<file path="src/hdl/tagged_pointer_slot_unit_macros.svh">
// ---------------------------------------------------------------------------
// Tagged pointer slot unit: assertion macros
// Concurrent assertion helpers, compiled out for synthesis.
// ---------------------------------------------------------------------------
`ifndef TAGGED_POINTER_SLOT_UNIT_MACROS_SVH
`define TAGGED_POINTER_SLOT_UNIT_MACROS_SVH

`ifndef SYNTHESIS
`define TPS_ASSERT_SAME(label, clk, rst, ante, cons, msg) \
  label: assert property (@(posedge clk) disable iff (rst) (ante) |-> (cons)) else $error(msg);
`define TPS_ASSERT_NEXT(label, clk, rst, ante, cons, msg) \
  label: assert property (@(posedge clk) disable iff (rst) (ante) |=> (cons)) else $error(msg);
`else
`define TPS_ASSERT_SAME(label, clk, rst, ante, cons, msg)
`define TPS_ASSERT_NEXT(label, clk, rst, ante, cons, msg)
`endif

`endif

</file>
<file path="src/hdl/tps_pkg.sv">
// ---------------------------------------------------------------------------
// Tagged pointer slot unit package
// Command, compare and status codes, defaults and control structs.
// ---------------------------------------------------------------------------
`default_nettype none
package tps_pkg;

  localparam int DEFAULT_SLOT_DEPTH = 256;
  localparam int CAP_W = 9;
  localparam logic [CAP_W-1:0] CAP_RESET = 9'd256;

  localparam logic [2:0] CMD_ADDR_OF = 3'd0;
  localparam logic [2:0] CMD_LOAD    = 3'd1;
  localparam logic [2:0] CMD_STORE   = 3'd2;
  localparam logic [2:0] CMD_ADD     = 3'd3;
  localparam logic [2:0] CMD_SUB     = 3'd4;
  localparam logic [2:0] CMD_COMPARE = 3'd5;

  localparam logic [2:0] CMP_EQ = 3'd0;
  localparam logic [2:0] CMP_NE = 3'd1;
  localparam logic [2:0] CMP_LT = 3'd2;
  localparam logic [2:0] CMP_LE = 3'd3;
  localparam logic [2:0] CMP_GT = 3'd4;
  localparam logic [2:0] CMP_GE = 3'd5;

  localparam logic [1:0] ST_OK         = 2'd0;
  localparam logic [1:0] ST_NULL_DEREF = 2'd1;
  localparam logic [1:0] ST_NULL_ARITH = 2'd2;
  localparam logic [1:0] ST_INVALID    = 2'd3;

  typedef struct packed {
    logic latch;
    logic issue_read;
    logic commit_exec;
    logic commit_load;
  } ctrl_cmd_t;

  typedef struct packed {
    logic load_ok;
    logic out_free;
  } dp_sts_t;

endpackage
`default_nettype wire

</file>
<file path="src/hdl/tps_ctrl.sv">
// ---------------------------------------------------------------------------
// Tagged pointer slot unit: controller
// Sequences latch, execute and load phases of each transaction.
// ---------------------------------------------------------------------------
`default_nettype none
`include "tagged_pointer_slot_unit_macros.svh"
module tps_ctrl (
  input  wire logic               clk,
  input  wire logic               rst,
  input  wire logic               in_valid,
  output logic                    in_ready,
  input  wire tps_pkg::dp_sts_t   sts,
  output tps_pkg::ctrl_cmd_t      cmd
);

  localparam logic [1:0] S_IDLE = 2'd0;
  localparam logic [1:0] S_EXEC = 2'd1;
  localparam logic [1:0] S_LOAD = 2'd2;

  logic [1:0] state;
  logic [1:0] state_next;

  always_comb begin
    state_next = state;
    cmd = '0;
    case (state)
      S_IDLE: begin
        if (in_valid) begin
          cmd.latch = 1'b1;
          state_next = S_EXEC;
        end
      end
      S_EXEC: begin
        if (sts.load_ok) begin
          cmd.issue_read = 1'b1;
          state_next = S_LOAD;
        end else if (sts.out_free) begin
          cmd.commit_exec = 1'b1;
          state_next = S_IDLE;
        end
      end
      S_LOAD: begin
        if (sts.out_free) begin
          cmd.commit_load = 1'b1;
          state_next = S_IDLE;
        end
      end
      default: begin
        state_next = S_IDLE;
      end
    endcase
  end

  always_ff @(posedge clk) begin
    if (rst) begin
      state <= S_IDLE;
    end else begin
      state <= state_next;
    end
  end

  assign in_ready = (state == S_IDLE);

  `TPS_ASSERT_NEXT(a_accept_exec, clk, rst, in_valid && in_ready, state == S_EXEC, "accept not followed by execute")
  `TPS_ASSERT_NEXT(a_load_phase, clk, rst, state == S_EXEC && sts.load_ok, state == S_LOAD, "load read not followed by load phase")
  `TPS_ASSERT_SAME(a_commit_free, clk, rst, cmd.commit_exec || cmd.commit_load, sts.out_free, "result committed over a pending result")
  `TPS_ASSERT_SAME(a_one_commit, clk, rst, cmd.issue_read, !cmd.commit_exec && !cmd.commit_load, "read issued together with a commit")

endmodule
`default_nettype wire

</file>
<file path="config.mk">
export PLATFORM = sky130hd
export DESIGN_NAME = tps_ctrl
export DESIGN_NICKNAME = d
export VERILOG_FILES = /design/src/hdl/tps_pkg.sv /design/src/hdl/tps_ctrl.sv
export VERILOG_INCLUDE_DIRS = /design/src /design/src/hdl
export SDC_FILE = /design/constraint.sdc
export NUM_CORES = 1
export LEC_CHECK = 0
export BUFFER_PORTS_ARGS = -buffer_cell sky130_fd_sc_hd__buf_2
export CORE_AREA = 10 10 47 49
export CTS_BUF_LIST = sky130_fd_sc_hd__clkbuf_16
export CTS_CLUSTER_SIZE = 24
export DETAILED_ROUTE_END_ITERATION = 7
export DIE_AREA = 0 0 57 59
export PLACE_DENSITY = 0.39
export SKIP_CTS_REPAIR_TIMING = 1
export SLEW_MARGIN = 20
export SYNTH_ARGS = -nofsm -noshare
export SYNTH_HDL_FRONTEND = slang
export SYNTH_SLANG_ARGS = --single-unit
</file>
<file path="constraint.sdc">
create_clock -name clk -period 2.4 [get_ports clk]
set_clock_uncertainty 0.15 [all_clocks]
set_input_delay 0 -clock clk [delete_from_list [all_inputs] [get_ports clk]]
set_output_delay 0 -clock clk [all_outputs]
set_load 0.02 [all_outputs]
</file>
==> results list <==
- Area of the core: about 1400 um^2
- For this run, the post-layout net count is 34.
- Adding up every negative setup slack in the final design gives 0 ps.
* Residual overflow from global routing: 0
- The first global-routing pass estimated 724 um of wire.
- The netlist uses 11 different library cells.
* Effective utilization at floorplan: 0.0866
- Kind of start point of the critical path: flip-flop
- Flip-flop count of the largest register after layout: 2
- Data on the critical path arrives at its endpoint at approximately 1800 ps.
- Die Footprint: between 3000 and 4000 um^2
- In this run, CTS created clock tree buffers numbering 3.
- In this run the number of H-tree levels came out at 1.
* Vias: between 100 and 150
* Final hold viol count: 0
* Relative slew slack: 0.860
- TritonCTS built the clock tree.
- Total of warnings raised by yosys: 0
- For this run, the total global-route usage over all layers was measured as 0.0315.
- Vias in the first global route: 161
- The congestion estimate from routability-driven global placement came to approximately 0.63.
- Of the synthesized area, sequential elements account for 0.330.
- On the final layout, the worst hold slack is 30.1 ps.
- The worst register-to-register path begins at state[0].
- Result of the run: completed
* Max-cap violations: 0
* Final core utilization: 0.201
* Die width: 57 um
- Traced cell by cell, the critical path runs through or3b_1 > a211oi_2 > dlygate4sd3_1.
- Remaining routing DRC violations: 0
- Measured slew at the worst slew-check pin: slightly above 200 ps
- PD cells: 1120 nW/um^2
- Max Clk Rate: around 570 MHz
- Clock-pin slew was measured on the worst setup and hold paths at 30 ps.
* Length of the first detailed-routing pass in iterations: 1
- Master of the slowest instance on the critical path: sky130_fd_sc_hd__dlygate4sd3_1
* Leakage power total: between 0.1 and 0.15 nW
- For the worst setup path, the data required time is 2410 ps.
- Worst VDD drop: between 0.4 and 0.5 mV
* Cell family contributing the most delay on the critical path: buffers and inverters
- In this design, the stage delay of the slowest critical-path cell is approximately 570 ps.
- In the final layout, the share of cells above drive strength 1 is 0.519.
- 0 antenna diodes ended up in the layout.
- After detailed routing, the average wire length per cell comes to 10.7 um.
- Sinks on Clock Net: 2
* Kind of capture point of the worst setup path: flip-flop
- Area added between synthesis and finish: 132%
- Dividing the final minimum period by the clock period gives 0.733.
- Number of nets with antenna violations after detailed routing: 0
* Pin count of the biggest net entering global routing: 8
- The number of antenna violations at the first check in global routing is 0.
* Buffers & Inverters on Critical Path: 1
- Dividing the synthesized area by the synthesized cell count gives 9.34 um^2.
- The critical path starts at state[0].
- In this run the vertical extent of the chip is approximately 60 um.
- 10 I/O pins were placed.
- Crit path time final: 1760 ps
- In this run the worst path has a maximum fanout of 7.
* Number of storage elements in the synthesis netlist: 2
* Launch point of the worst hold path: sts[0]
- Starting DRT DRC Count: 0
* Biggest regs: state x2
* RSZ-0062 raised after global routing: no
- When the netlist entered floorplanning its net count stood at 18.
- The register with the most flip-flops in the final layout is state.
- Final setup vio count: 0
* Total wire length: between 400 and 500 um
- Slew Viols, Final: 0
- The setup path with the least slack is of type reg -> reg.
- Total power draw: approximately 0.31 mW
* Buffers from clock root to sink, at most: 2
* Per-cell via count in the routed design: approximately 3.4
- CTS root buffer: sky130_fd_sc_hd__clkbuf_16
* Floorplan row count: 14
- Port Buffers: 9
- Kind of path behind the tightest hold check: in -> reg
- After technology mapping, the gate count stands at 13.
- The mapped netlist covers 121 um^2.
* Insertion delay of the later-clocked pin in the worst-skew pair: about 220 ps
-- cell families (layout without fill, tap and decap cells) --
family                 after synthesis  count (layout)  share of synthesized area
AO/OA/AOI/OAI                        2               2                      0.186
AND/OR/NAND/NOR                      9               9                      0.485
buffers and inverters                0              14                          0
flip-flops                           2               2                      0.330
-- layout by cell type, fill, tap and decap left out --
cell type                       count
sky130_fd_sc_hd__a211oi_2           1
sky130_fd_sc_hd__and2_1             1
sky130_fd_sc_hd__and3b_1            1
sky130_fd_sc_hd__buf_2              9
sky130_fd_sc_hd__clkbuf_16          3
sky130_fd_sc_hd__dfxtp_1            2
sky130_fd_sc_hd__dlygate4sd3_1      2
sky130_fd_sc_hd__nand2_1            1
sky130_fd_sc_hd__nand2b_1           1
sky130_fd_sc_hd__nor2_1             2
sky130_fd_sc_hd__nor3b_1            1
sky130_fd_sc_hd__nor4bb_1           1
sky130_fd_sc_hd__o21ba_2            1
sky130_fd_sc_hd__or3b_1             1
-- report_power, final --
| group | switching [mW] | internal (mW) | total, mW | leakage (nW) |
|---|---|---|---|---|
| logic | 0.0140 | 0.0133 | 0.0274 | 0.0772 |
| registers | 0.00261 | 0.0354 | 0.0381 | 0.0164 |
| clock network | 0.0371 | 0.212 | 0.249 | 0.0370 |
-- metrics by stage --
stage               cell area, um^2  std cells  setup slack (ps)
floorplan                       121         13              1190
global placement                186         38              1190
detailed placement              186         38              1190
CTS                             262         41              1180
global route                    282         43               564
finish                          282         43               640
-- worst min-delay path: stages --
cell                      delay (ps)
sky130_fd_sc_hd__buf_2           110
sky130_fd_sc_hd__nor3b_1          50
sky130_fd_sc_hd__o21ba_2         180
-- path summary, 6_finish.rpt --
check             slack (ps)        to  cells after the start
setup reg to reg         640  state[0]                      3
hold reg to reg          550  state[1]                      2
setup / recovery         640  state[0]                      3
hold / removal            30  state[1]                      3
-- layer usage --
layer / track usage / wire (um)
met2: 0.0264 / 149
met1: 0.0343 / 252
met4: 0.0403 / 0
met5: 0 / 0
met3: 0.0322 / 60
-- area by class of cell --
type | count | area [um^2]
Sequential cell | 2 | 40.0
Multi-Input combinational cell | 11 | 81.3
Tap cell | 16 | 20.0
Fill cell | 161 | 1120
Timing Repair Buffer | 11 | 65.1
Clock buffer | 3 | 75.1
-- cells in the mapped netlist --
master,count,area share
sky130_fd_sc_hd__a211oi_2,1,0.10
sky130_fd_sc_hd__and2_1,1,0.052
sky130_fd_sc_hd__and3b_1,1,0.072
sky130_fd_sc_hd__dfxtp_1,2,0.33
sky130_fd_sc_hd__nand2_1,1,0.031
sky130_fd_sc_hd__nand2b_1,1,0.052
sky130_fd_sc_hd__nor2_1,2,0.062
sky130_fd_sc_hd__nor3b_1,1,0.062
sky130_fd_sc_hd__nor4bb_1,1,0.082
sky130_fd_sc_hd__o21ba_2,1,0.082
sky130_fd_sc_hd__or3b_1,1,0.072
(Power assumes the default switching activity.)
